<file path="src/sv/tlf_pkg.sv">
// Shared types, character codes and register indexes for the text line folder.
// No dependencies; every other file of the block imports this package.
package tlf_pkg;

    // Character codes the folder reacts to
    localparam logic [7:0] CH_NL    = 8'h0A;
    localparam logic [7:0] CH_TAB   = 8'h09;
    localparam logic [7:0] CH_SPACE = 8'h20;

    // Configuration port geometry and register indexes
    localparam int CFG_AW = 1;
    localparam int CFG_DW = 8;
    localparam logic [CFG_AW-1:0] REG_MAX_WIDTH    = 1'b0;
    localparam logic [CFG_AW-1:0] REG_BREAK_WINDOW = 1'b1;

    // Register values after reset
    localparam logic [7:0] MAX_WIDTH_RST    = 8'd80;
    localparam logic [3:0] BREAK_WINDOW_RST = 4'd10;

    typedef logic [7:0] char_t;

    // Per-cell controls of the holding row
    typedef struct packed {
        logic shift;   // take the neighbour's character
        logic load;    // take the incoming character
    } cell_ctrl_t;

    function automatic logic is_blank(input char_t c);
        return (c == CH_SPACE) || (c == CH_TAB);
    endfunction

endpackage

</file>
<file path="src/sv/tlf_cell.sv">
// One cell of the holding row: stores a character, shifts towards the head.
// Depends on tlf_pkg.
module tlf_cell (
    input  logic               aclk,
    input  tlf_pkg::cell_ctrl_t ctrl,
    input  tlf_pkg::char_t     load_ch,
    input  tlf_pkg::char_t     next_ch,
    output tlf_pkg::char_t     ch_q,
    output logic               blank
);
    import tlf_pkg::*;

    char_t ch_reg;
    char_t ch_next;

    // Load wins over shift so a dropped slot can be refilled in the same cycle
    always_comb begin
        ch_next = ch_reg;
        if (ctrl.load) begin
            ch_next = load_ch;
        end else if (ctrl.shift) begin
            ch_next = next_ch;
        end
    end

    always_ff @(posedge aclk) begin
        ch_reg <= ch_next;
    end

    assign ch_q  = ch_reg;
    assign blank = is_blank(ch_reg);

endmodule

</file>
<file path="src/sv/text_line_folder_core.sv">
// Greedy word-wrap line folder: top level with sequencer and holding row.
// Depends on tlf_pkg and tlf_cell.
//
// Usage:
//   Input words arrive on s_tdata (character) with s_tuser[0] as the flush
//   flag; folded output words leave on m_tdata with m_tlast marking the final
//   word produced by one input word. Configuration is a plain write port:
//   index 0 is the maximum line width, index 1 the break window.
//   An input word is taken while the sequencer is idle; the sequencer then
//   issues its output words while the receiver keeps up, and places the
//   character in the holding row. A plain character may issue no output word
//   or push held characters out of the row. Output words pass through the
//   single output register, and the holding row hands out one character per
//   cycle from its head while the receiver keeps up. m_tvalid is driven from
//   the output register and rises in the cycle after the sequencer step.
//   Reset empties the holding row, clears the column and restores width 80
//   and window 10. When the receiver stalls, the pending output word holds
//   and the sequencer waits; no new input word is taken until the current
//   one has issued all its output words.
module text_line_folder_core #(
    parameter int WINDOW = 10
) (
    input  logic                       aclk,
    input  logic                       aresetn,
    // input stream
    input  logic                       s_tvalid,
    output logic                       s_tready,
    input  logic [7:0]                 s_tdata,   // [7:0] ch
    input  logic [0:0]                 s_tuser,   // [0] flush
    // output stream
    output logic                       m_tvalid,
    input  logic                       m_tready,
    output logic [7:0]                 m_tdata,   // [7:0] out_ch
    output logic                       m_tlast,
    // configuration
    input  logic                       cfg_we,
    input  logic [tlf_pkg::CFG_AW-1:0] cfg_addr,
    input  logic [tlf_pkg::CFG_DW-1:0] cfg_wdata
);
    import tlf_pkg::*;

    localparam int CW  = $clog2(WINDOW + 1);
    localparam int CW1 = CW + 1;
    localparam int IW  = (WINDOW > 1) ? $clog2(WINDOW) : 1;
    localparam int RW  = $clog2(WINDOW + 2);

    typedef enum logic [4:0] {
        ST_IDLE   = 5'b00001,
        ST_EMIT   = 5'b00010,
        ST_NL     = 5'b00100,
        ST_APPEND = 5'b01000,
        ST_TRIM   = 5'b10000
    } state_t;

    state_t        state_reg, state_next;
    logic [7:0]    max_width_reg, max_width_next;
    logic [3:0]    bw_reg, bw_next;
    logic [7:0]    col_reg, col_next;
    logic [CW-1:0] count_reg, count_next;
    logic [CW-1:0] emit_reg, emit_next;
    logic [RW-1:0] left_reg, left_next;
    logic          nl_reg, nl_next;
    logic          drop_reg, drop_next;
    logic          app_reg, app_next;
    logic          trim_reg, trim_next;
    char_t         ch_reg, ch_next;
    logic          m_valid_reg, m_valid_next;
    char_t         m_data_reg, m_data_next;
    logic          m_last_reg, m_last_next;

    char_t         cell_ch   [WINDOW];
    logic [WINDOW-1:0] cell_blank;
    cell_ctrl_t    cell_ctrl [WINDOW];

    logic          accept;
    logic          out_free;
    logic          out_ld;
    char_t         out_ch;
    logic          shift_all;
    logic          load_en;
    logic [CW-1:0] load_pos;
    logic [CW-1:0] keep;
    logic          found_any;
    logic [IW-1:0] found_j;
    logic [CW-1:0] found_k;
    logic [8:0]    col_plus;
    logic          over;
    logic          pre;
    logic [CW-1:0] after_cnt;
    logic [CW-1:0] trim_n;
    logic [CW-1:0] append_cnt;

    // Holding row, oldest character in cell 0
    generate
        for (genvar gi = 0; gi < WINDOW; gi++) begin : g_cell
            char_t nbr_ch;
            if (gi == WINDOW - 1) begin : g_tail
                assign nbr_ch = '0;
            end else begin : g_body
                assign nbr_ch = cell_ch[gi + 1];
            end
            assign cell_ctrl[gi].shift = shift_all;
            assign cell_ctrl[gi].load  = load_en && (load_pos == CW'(gi));
            tlf_cell u_cell (
                .aclk    (aclk),
                .ctrl    (cell_ctrl[gi]),
                .load_ch (ch_reg),
                .next_ch (nbr_ch),
                .ch_q    (cell_ch[gi]),
                .blank   (cell_blank[gi])
            );
        end
    endgenerate

    assign accept   = s_tvalid && s_tready;
    assign s_tready = (state_reg == ST_IDLE);
    assign out_free = !m_valid_reg || m_tready;

    // Clamp the window to 1..WINDOW; keep is how many characters stay held
    always_comb begin
        if (bw_reg == 4'd0) begin
            keep = '0;
        end else if (int'(bw_reg) > WINDOW) begin
            keep = CW'(WINDOW - 1);
        end else begin
            keep = CW'(bw_reg - 4'd1);
        end
    end

    // Search the held cells in reach of the window; the newest blank wins
    always_comb begin
        found_any = 1'b0;
        found_j   = '0;
        for (int i = 0; i < WINDOW; i++) begin
            if (cell_blank[i] && (CW'(i) < count_reg) &&
                (CW1'(i) + {1'b0, keep} >= {1'b0, count_reg})) begin
                found_any = 1'b1;
                found_j   = IW'(i);
            end
        end
    end

    assign found_k  = count_reg - CW'(found_j);
    assign col_plus = {1'b0, col_reg} + 9'd1;
    assign over     = col_plus > {1'b0, max_width_reg};

    // Plain character: make room if full, then trim down to the window
    assign pre       = (count_reg == CW'(WINDOW));
    assign after_cnt = count_reg - CW'(pre) + CW'(1);
    assign trim_n    = (after_cnt > keep) ? (after_cnt - keep) : '0;

    assign append_cnt = drop_reg ? count_reg : (count_reg + CW'(1));

    // Sequencer
    always_comb begin
        state_next     = state_reg;
        max_width_next = max_width_reg;
        bw_next        = bw_reg;
        col_next       = col_reg;
        count_next     = count_reg;
        emit_next      = emit_reg;
        left_next      = left_reg;
        nl_next        = nl_reg;
        drop_next      = drop_reg;
        app_next       = app_reg;
        trim_next      = trim_reg;
        ch_next        = ch_reg;
        out_ld         = 1'b0;
        out_ch         = cell_ch[0];
        shift_all      = 1'b0;
        load_en        = 1'b0;
        load_pos       = count_reg;

        // configuration writes
        if (cfg_we) begin
            case (cfg_addr)
                REG_MAX_WIDTH:    max_width_next = cfg_wdata[7:0];
                REG_BREAK_WINDOW: bw_next        = cfg_wdata[3:0];
                default: ;
            endcase
        end

        case (state_reg)
            ST_IDLE: begin
                if (accept) begin
                    ch_next   = s_tdata;
                    nl_next   = 1'b0;
                    drop_next = 1'b0;
                    app_next  = 1'b0;
                    trim_next = 1'b0;
                    if (s_tuser[0]) begin
                        // flush: drain the row, column kept
                        emit_next = count_reg;
                        left_next = RW'(count_reg);
                    end else if (s_tdata == CH_NL || (over && is_blank(s_tdata))) begin
                        // newline in, or blank at the fold point
                        emit_next = count_reg;
                        nl_next   = 1'b1;
                        left_next = RW'(count_reg) + RW'(1);
                        col_next  = '0;
                    end else if (over && found_any) begin
                        // held blank turns into the newline
                        emit_next = CW'(found_j);
                        nl_next   = 1'b1;
                        drop_next = 1'b1;
                        app_next  = 1'b1;
                        left_next = RW'(found_j) + RW'(1);
                        col_next  = 8'(found_k);
                    end else if (over) begin
                        // hard break before the current character
                        emit_next = count_reg;
                        nl_next   = 1'b1;
                        app_next  = 1'b1;
                        left_next = RW'(count_reg) + RW'(1);
                        col_next  = 8'd1;
                    end else begin
                        emit_next = CW'(pre);
                        app_next  = 1'b1;
                        trim_next = 1'b1;
                        left_next = RW'(pre) + RW'(trim_n);
                        col_next  = col_plus[7:0];
                    end
                    if (emit_next != '0) begin
                        state_next = ST_EMIT;
                    end else if (nl_next) begin
                        state_next = ST_NL;
                    end else if (app_next) begin
                        state_next = ST_APPEND;
                    end else begin
                        state_next = ST_IDLE;
                    end
                end
            end
            ST_EMIT: begin
                if (out_free) begin
                    out_ld     = 1'b1;
                    shift_all  = 1'b1;
                    count_next = count_reg - CW'(1);
                    emit_next  = emit_reg - CW'(1);
                    if (emit_reg == CW'(1)) begin
                        if (nl_reg) begin
                            state_next = ST_NL;
                        end else if (app_reg) begin
                            state_next = ST_APPEND;
                        end else begin
                            state_next = ST_IDLE;
                        end
                    end
                end
            end
            ST_NL: begin
                if (out_free) begin
                    out_ld     = 1'b1;
                    out_ch     = CH_NL;
                    state_next = app_reg ? ST_APPEND : ST_IDLE;
                end
            end
            ST_APPEND: begin
                // drop the blank at the head while placing the character
                load_en    = 1'b1;
                shift_all  = drop_reg;
                load_pos   = drop_reg ? (count_reg - CW'(1)) : count_reg;
                count_next = append_cnt;
                state_next = (trim_reg && append_cnt > keep) ? ST_TRIM : ST_IDLE;
            end
            ST_TRIM: begin
                if (out_free) begin
                    out_ld     = 1'b1;
                    shift_all  = 1'b1;
                    count_next = count_reg - CW'(1);
                    if (count_reg - CW'(1) <= keep) begin
                        state_next = ST_IDLE;
                    end
                end
            end
            default: begin
                state_next = ST_IDLE;
            end
        endcase

        // output register
        m_valid_next = m_valid_reg;
        m_data_next  = m_data_reg;
        m_last_next  = m_last_reg;
        if (out_ld) begin
            m_valid_next = 1'b1;
            m_data_next  = out_ch;
            m_last_next  = (left_reg == RW'(1));
            left_next    = left_reg - RW'(1);
        end else if (m_tready) begin
            m_valid_next = 1'b0;
        end
    end

    // Control registers
    always_ff @(posedge aclk) begin
        if (!aresetn) begin
            state_reg     <= ST_IDLE;
            max_width_reg <= MAX_WIDTH_RST;
            bw_reg        <= BREAK_WINDOW_RST;
            col_reg       <= '0;
            count_reg     <= '0;
            emit_reg      <= '0;
            left_reg      <= '0;
            nl_reg        <= 1'b0;
            drop_reg      <= 1'b0;
            app_reg       <= 1'b0;
            trim_reg      <= 1'b0;
            m_valid_reg   <= 1'b0;
        end else begin
            state_reg     <= state_next;
            max_width_reg <= max_width_next;
            bw_reg        <= bw_next;
            col_reg       <= col_next;
            count_reg     <= count_next;
            emit_reg      <= emit_next;
            left_reg      <= left_next;
            nl_reg        <= nl_next;
            drop_reg      <= drop_next;
            app_reg       <= app_next;
            trim_reg      <= trim_next;
            m_valid_reg   <= m_valid_next;
        end
    end

    // Payload registers
    always_ff @(posedge aclk) begin
        ch_reg     <= ch_next;
        m_data_reg <= m_data_next;
        m_last_reg <= m_last_next;
    end

    assign m_tvalid = m_valid_reg;
    assign m_tdata  = m_data_reg;
    assign m_tlast  = m_last_reg;

    // The row never holds more than it has cells
    assert property (@(posedge aclk) disable iff (!aresetn)
        count_reg <= CW'(WINDOW))
        else $error("holding row overfilled");

    // Every announced output word is issued before the next input word
    assert property (@(posedge aclk) disable iff (!aresetn)
        (state_reg == ST_IDLE) |-> (left_reg == '0))
        else $error("output words outstanding while idle");

    // After the word marked last, no more output words for this item
    assert property (@(posedge aclk) disable iff (!aresetn)
        (out_ld && left_reg == RW'(1)) |=>
            !(state_reg == ST_EMIT || state_reg == ST_NL || state_reg == ST_TRIM))
        else $error("output word issued after last");

endmodule
</file>
<file path="config.mk">
export PLATFORM = sky130hd
export DESIGN_NAME = text_line_folder_core
export DESIGN_NICKNAME = d
export VERILOG_FILES = /design/src/sv/tlf_pkg.sv /design/src/sv/tlf_cell.sv /design/src/sv/text_line_folder_core.sv
export SDC_FILE = /design/constraint.sdc
export NUM_CORES = 1
export LEC_CHECK = 0
export BUFFER_PORTS_ARGS = -buffer_cell sky130_fd_sc_hd__buf_2
export CAP_MARGIN = 10
export CELL_PAD_IN_SITES_DETAIL_PLACEMENT = 1
export CELL_PAD_IN_SITES_GLOBAL_PLACEMENT = 2
export CORE_UTILIZATION = 35
export DETAILED_ROUTE_END_ITERATION = 16
export HOLD_SLACK_MARGIN = 0.12
export PLACE_DENSITY_LB_ADDON = 0.05
export SYNTH_ARGS = -nofsm -noshare
export SYNTH_HDL_FRONTEND = slang
export SYNTH_SLANG_ARGS = --single-unit
</file>
<file path="constraint.sdc">
create_clock -name aclk -period 6.95 [get_ports aclk]
set_input_delay 0.695 -clock aclk [delete_from_list [all_inputs] [get_ports aclk]]
set_output_delay 0.695 -clock aclk [all_outputs]
set_load 0.03 [all_outputs]
</file>
After elaboration in Yosys (flattened, before gate mapping) --
Cells that the tools add are included.
Storage, ports and cells: flip-flop bits (word level) 139, latch bits 0, RAM bits 0, memory bits (read-only) 0, output and inout bits 11, word-level logic and storage cells 300, memories kept 0
Operators by class: add/subtract/negate cells 21, multiply operators 0, divide/modulo/power cells 0, magnitude comparators 25, eq/ne operators 47, shifts and indexed selects 0, mux-type cells 104, bitwise operators 2, reduce and logical (&&, ||, !) cells 76
Operator list (count):
- 8-bit 2-to-1 mux | 25
- 4-bit 2-to-1 mux | 35
- 8-bit by 4-bit == test with 1-bit output, second input constant | 12
- 8-bit by 6-bit == test with 1-bit output, second input constant | 11
- 5-bit by 4-bit >= comparator with 1-bit output | 9
- 5-bit 2-to-1 mux | 7
- 1-bit logical AND | 34
- 1-bit 2-to-1 mux | 33
- 2-bit nonzero test | 15
- 5-bit case mux with 5 select lines | 1
- 3-bit by 4-bit adder with 5-bit output, first input constant | 4
- 4-bit by 3-bit == test with 1-bit output, second input constant | 4
- 3-bit by 4-bit less-than comparator with 1-bit output, first input constant | 4
- 4-bit case mux with 2 select lines | 2
- 4-bit by 1-bit subtractor with 4-bit output, second input constant | 4
- 1-bit logical OR | 13
- 4-bit by 1-bit adder with 4-bit output, second input constant | 3
- 4-bit by 1-bit == test with 1-bit output, second input constant | 3
- 4-bit == test, second input constant | 3
- 2-bit by 4-bit adder with 5-bit output, first input constant | 2
- 4-bit by 4-bit adder with 5-bit output, first input constant | 2
- 2-bit inequality test, second input constant | 5
- 2-bit AND reduction | 5
- 8-bit by 1-bit adder with 9-bit output, second input constant | 1
- 28 further kinds | 38

Depth between registers and ports, before layout --
depth after elaboration 25, gate-level depth with buffers 27

Hierarchy --
Synthesis repeated with hierarchy kept, for this count alone.
Unflattened totals: cells, all modules 907, area, all modules 9336.5 um^2
By module, submodules not included:
- text_line_folder_core | times used 1, cells each 687, area each 5520.3 um^2, sequential area each 1351.3 um^2
- tlf_cell | times used 10, cells each 22, area each 381.6 um^2, sequential area each 240.2 um^2

Least setup slack after synthesis --
OpenSTA, ideal clock, no wires.
path type register to register, start reg bw_reg[0], end reg col_reg[2], library setup time 0.128 ns, data arrival time 4.426 ns, setup slack 2.396 ns, cell stages (with the launch flop) 23, buffers on the path 0, cells stage by stage dfxtp_1 > inv_1 > ha_1 > nor2_1 > mux2i_1 > o21ai_1 > inv_1 > ha_1 > ha_1 > o21ai_0 > a21oi_1 > o311a_1 > o311ai_0 > a21oi_2 > inv_1 > ha_1 > inv_1 > fa_1 > xor2_1 > a22oi_1 > nor2_1 > a21oi_1 > nor2_1
On the way: word-level cells in the longest chain between the ends 18, elaborated cells on any way between the ends 57, those cells by class add/sub: 11; order compare: 11; mux: 23; reduce/logical: 12
Ends and longest elaborated chain:
- from (decl) | RTL line text_line_folder_core.sv:57 | logic [3:0] bw_reg, bw_next;
- from (signal assigned) | RTL line text_line_folder_core.sv:313 | bw_reg <= bw_next;
- 4-bit by 1-bit subtractor with 4-bit output or 4-bit > comparator (tied branches) | RTL line text_line_folder_core.sv:126, text_line_folder_core.sv:123
- 4-bit 2-to-1 mux | RTL line text_line_folder_core.sv:123 | end else if (int'(bw_reg) > WINDOW) begin
- 4-bit 2-to-1 mux * | RTL line text_line_folder_core.sv:121 | if (bw_reg == 4'd0) begin
- 1-bit by 4-bit adder with 5-bit output or 4-bit >= comparator (tied branches) | RTL line text_line_folder_core.sv:136 | (CW1'(i) + {1'b0, keep} >= {1'b0, count_reg})) begin
- 5-bit by 4-bit >= comparator with 1-bit output or 1-bit logical AND (tied branches) | RTL line text_line_folder_core.sv:136, text_line_folder_core.sv:135
- 1-bit logical AND or 1-bit 2-to-1 mux (tied branches) | RTL line text_line_folder_core.sv:135 | if (cell_blank[i] && (CW'(i) < count_reg) &&
- 1-bit 2-to-1 mux | RTL line text_line_folder_core.sv:135
- 4-bit 2-to-1 mux or 1-bit 2-to-1 mux (tied branches) (8 in a row) | RTL line text_line_folder_core.sv:135
- 4-bit subtractor or 1-bit logical AND (tied branches) | RTL line text_line_folder_core.sv:143, text_line_folder_core.sv:201
- 8-bit 2-to-1 mux * | RTL line text_line_folder_core.sv:201 | end else if (over && found_any) begin
- 8-bit 2-to-1 mux * | RTL line text_line_folder_core.sv:195 | end else if (s_tdata == CH_NL || (over && is_blank(s_tdata))) begin
- to (signal assigned) | RTL line text_line_folder_core.sv:314 | col_reg <= col_next;
- to (decl) | RTL line text_line_folder_core.sv:58 | logic [7:0] col_reg, col_next;
Every way passes the cells marked *; elsewhere a longest branch is shown, timed or not. A chain may end at the register's enable or synchronous reset.

Final worst setup path --
Ends and elaborated chain as after synthesis.

==> flow_summary.ini <==
[synthesis]
synthFlopType = edfxtp_1
synth-async-reset-ratio = 0
synth_cells = 892
ys_top_cells_by_area = edfxtp_1 (32%), ha_1 (10%), dfxtp_1 (9.4%), mux2_2 (9.2%), nand2_1 (4.4%)
yosysTopAreaCell = edfxtp_1
yosys_register_bits = 139
syn_nets = 993
synth_top_area_share = 0.3248
synth-seq-area-share = 0.4185
synth.distinct_cells = 74
avgSynthCellArea_sq_um = 10.05
yosys_warnings = 0
syn-cell-area_sq_um = 8969
synth-edff-count = 97

[finish]
final_nets = 1023
areaGrowthSynthToFinish_pct = 11.65
largest_reg_flops = 80
drive_gt1_frac = 0.1711
final_cells = 1265
diodes = 0
fillers = 2806

[grt]
grt_pass1_wl_mm = 41.52
gr-total-overflow = 0
grt_pass1_vias = 7209
antenna_found_initial = 1
track_usage = 0.2082
grt_max_degree = 30

[placement]
post-place-ws_ns = 1.380
gp_congestion = 0.8694
dp.cells = 1233
dp_hpwl_mm = 20.62
io_buffers = 33

[timing]
max_slew.worst_pin.slew_ns = 1.192
finalSetupViolations = 0
fin_crit_sh = 0.8106
slew_headroom = 0.2052
rsz0062_at_grt = false
finalCriticalPeriod_ns = 5.634
clock.fmax_mhz = 177.5
finalMaxSlewViolations = 0
hold_viol = 0
skew_ns = 0.01057
setup_tns_ns = 0
worst_slack_ns = 1.316

[clock_network]
numClockSinks = 139
cts_hold_buf = 0
cts_made_buffers = 17
clockBufferDepth = 2
cts_setup_buffers = 0
h-tree-depth = 4
clkTransAtPathRegs_ns = 0.07
clk_latency_ns = 0.42
cts_root_buf = clkbuf_16
post_cts_resize_count = 0
cts_tree = yes

[setup_path]
worstSetupStartpointType = flop
critPathMostFrequentCell = inv_1
crit_path_max_incr_delay_ns = 0.75
cp.arrival_ns = 5.90
crit_type = reg2reg
worst_setup_path_end_kind = flop
cp_slowest_cell = a21oi_1
cp.required_ns = 7.21
crit_fanout = 9
crit_chain = inv_1, ha_1, nand2b_1, and2_1, a21oi_1, inv_1, ha_1, inv_1, ha_1, a21boi_0, o211ai_1, a211oi_1, o21ai_0, o311ai_0, a21oi_2, inv_1, ha_1, inv_1, fa_1, xor2_1, a22oi_1, nor2_1, a21oi_1, nor2_1

[detailed_routing]
wirelength_mm = 26.49
firstDrtPassIters = 5
antenna_left = 0
route.detailed.drc = 0
drt-wirelength-per-cell_microns = 20.94
via_count = 6895
vias_per_cell = 5.451
initialDrtViolationCount = 277

[die]
die_area_sq_um = 26270
placementRows = 58
coreArea_sq_um = 25180
chipHeight_microns = 162.1
pin_count = 34
die_x_microns = 162.1
initial_core_util = 0.3562

[run_status]
outcome = finished, final reports clean

[job]
drv_cap = 0

[power_and_ir_drop]
p_per_area_nw_per_um2 = 246.3
finalPower_mw = 2.466
p_leak_nw = 3.811
peakVddDrop_uv = 147.4

[worst_hold_path]
min_path_type = in2reg
==> per-stage QoR <==
stage,area [sq um],utilization,hold WS (ns)
floorplan,8969,-,0.4363
global placement,9459,0.3756,0.4488
detailed placement,9459,0.3756,0.4526
CTS,10010,0.3976,0.4381
global route,10010,0.3976,0.4376
finish,10010,0.3976,0.4560
==> critical path, delay by kind of cell (launching register included) <==
family                   cells  cell delay [ns]
AND/OR/NAND/NOR              4             0.44
buffers and inverters        5             0.56
AO/OA/AOI/OAI                9             2.53
adder cells (fa/ha/maj)      5             1.34
flip-flops                   1             0.41
XOR/XNOR                     1             0.17
==> cell usage after synthesis (3+ instances only) <==
library cell  number
and3_1             4
edfxtp_1          97
o21ai_0           29
or4_1              3
clkbuf_1          13
fa_1               3
ha_1              75
nand2_1          104
a21o_1             8
and3b_1            5
a221oi_1           5
xor2_1             8
nand3b_1           5
buf_1              8
mux2_2            73
or3_1              3
inv_2              3
or2_2              4
nand4_1            7
o21a_1             8
a22oi_1            7
a21oi_2            3
inv_1             45
nor4_1            12
nand3_1           23
nor4b_1            4
o211ai_1           8
o22ai_1            4
a31oi_1            9
a211oi_1           9
o21ai_1            5
a21oi_1           57
nand2b_1          15
nor2_1            63
and2_1            19
nor2b_1           12
o221ai_1           4
nor3b_1            9
dfxtp_1           42
xnor2_1           25
nor3_1            10
==> power breakdown <==
| group | leakage (nW) | internal, mW | switching [mW] |
|---|---|---|---|
| sequential | 1.24 | 0.964 | 0.0781 |
| combinational | 2.32 | 0.201 | 0.341 |
| clock | 0.260 | 0.471 | 0.411 |
==> area by class of cell <==
| class | instances | area [sq um] | share of cell area |
|---|---|---|---|
| Timing Repair Buffer | 35 | 180.2 | 0.01799 |
| Sequential cell | 139 | 3754 | 0.3749 |
| Clock inverter | 14 | 125.1 | 0.01250 |
| Inverter | 50 | 187.7 | 0.01874 |
| Multi-Input combinational cell | 679 | 4925 | 0.4918 |
| Clock buffer | 18 | 429.2 | 0.04286 |
| Tap cell | 330 | 412.9 | 0.04123 |
==> layout by cell type (no fill, tap or decap), types with 19 or more instances in the layout <==
cell,count
mux2_2,73
and2_1,19
nand3_1,23
ha_1,75
nand2_1,104
dfxtp_1,42
a21oi_1,57
edfxtp_1,97
o21ai_0,29
inv_1,45
nor2_1,63
xnor2_1,25
buf_2,33
==> cell families (layout without fill, tap and decap cells) <==
kind of cell	Yosys count	after routing	share of synthesized area
AO/OA/AOI/OAI	185	185	0.1373
XOR/XNOR	33	33	0.03223
adder cells (fa/ha/maj)	78	78	0.1113
buffers and inverters	74	117	0.03237
flip-flops	139	139	0.4185
multiplexers	75	75	0.09389
AND/OR/NAND/NOR	308	308	0.1744
==> worst paths after layout <==
kind / from / end / slack, ns / cells past startpoint
max: bw_reg[0]$_SDFFE_PN0P_ / col_reg[2]$_SDFFE_PN0P_ / 1.32 / 24
min: s_tdata[2] / ch_reg[2]$_DFFE_PP_ / 0.46 / 1
max reg2reg: bw_reg[0]$_SDFFE_PN0P_ / col_reg[2]$_SDFFE_PN0P_ / 1.32 / 24
min reg2reg: max_width_reg[3]$_SDFFE_PN0P_ / max_width_reg[3]$_SDFFE_PN0P_ / 0.47 / 2
==> layer usage <==
metal / share of wire / vias to the layer above / track usage
li1: - / 3333 / -
met1: 0.48 / 3430 / 0.2801
met2: 0.47 / 102 / 0.3412
met3: 0.030 / 28 / 0.03396
met4: 0.020 / 2 / 0.06475
met5: 0.00049 / - / 0
Note: power is estimated with default switching activity, not from simulation.
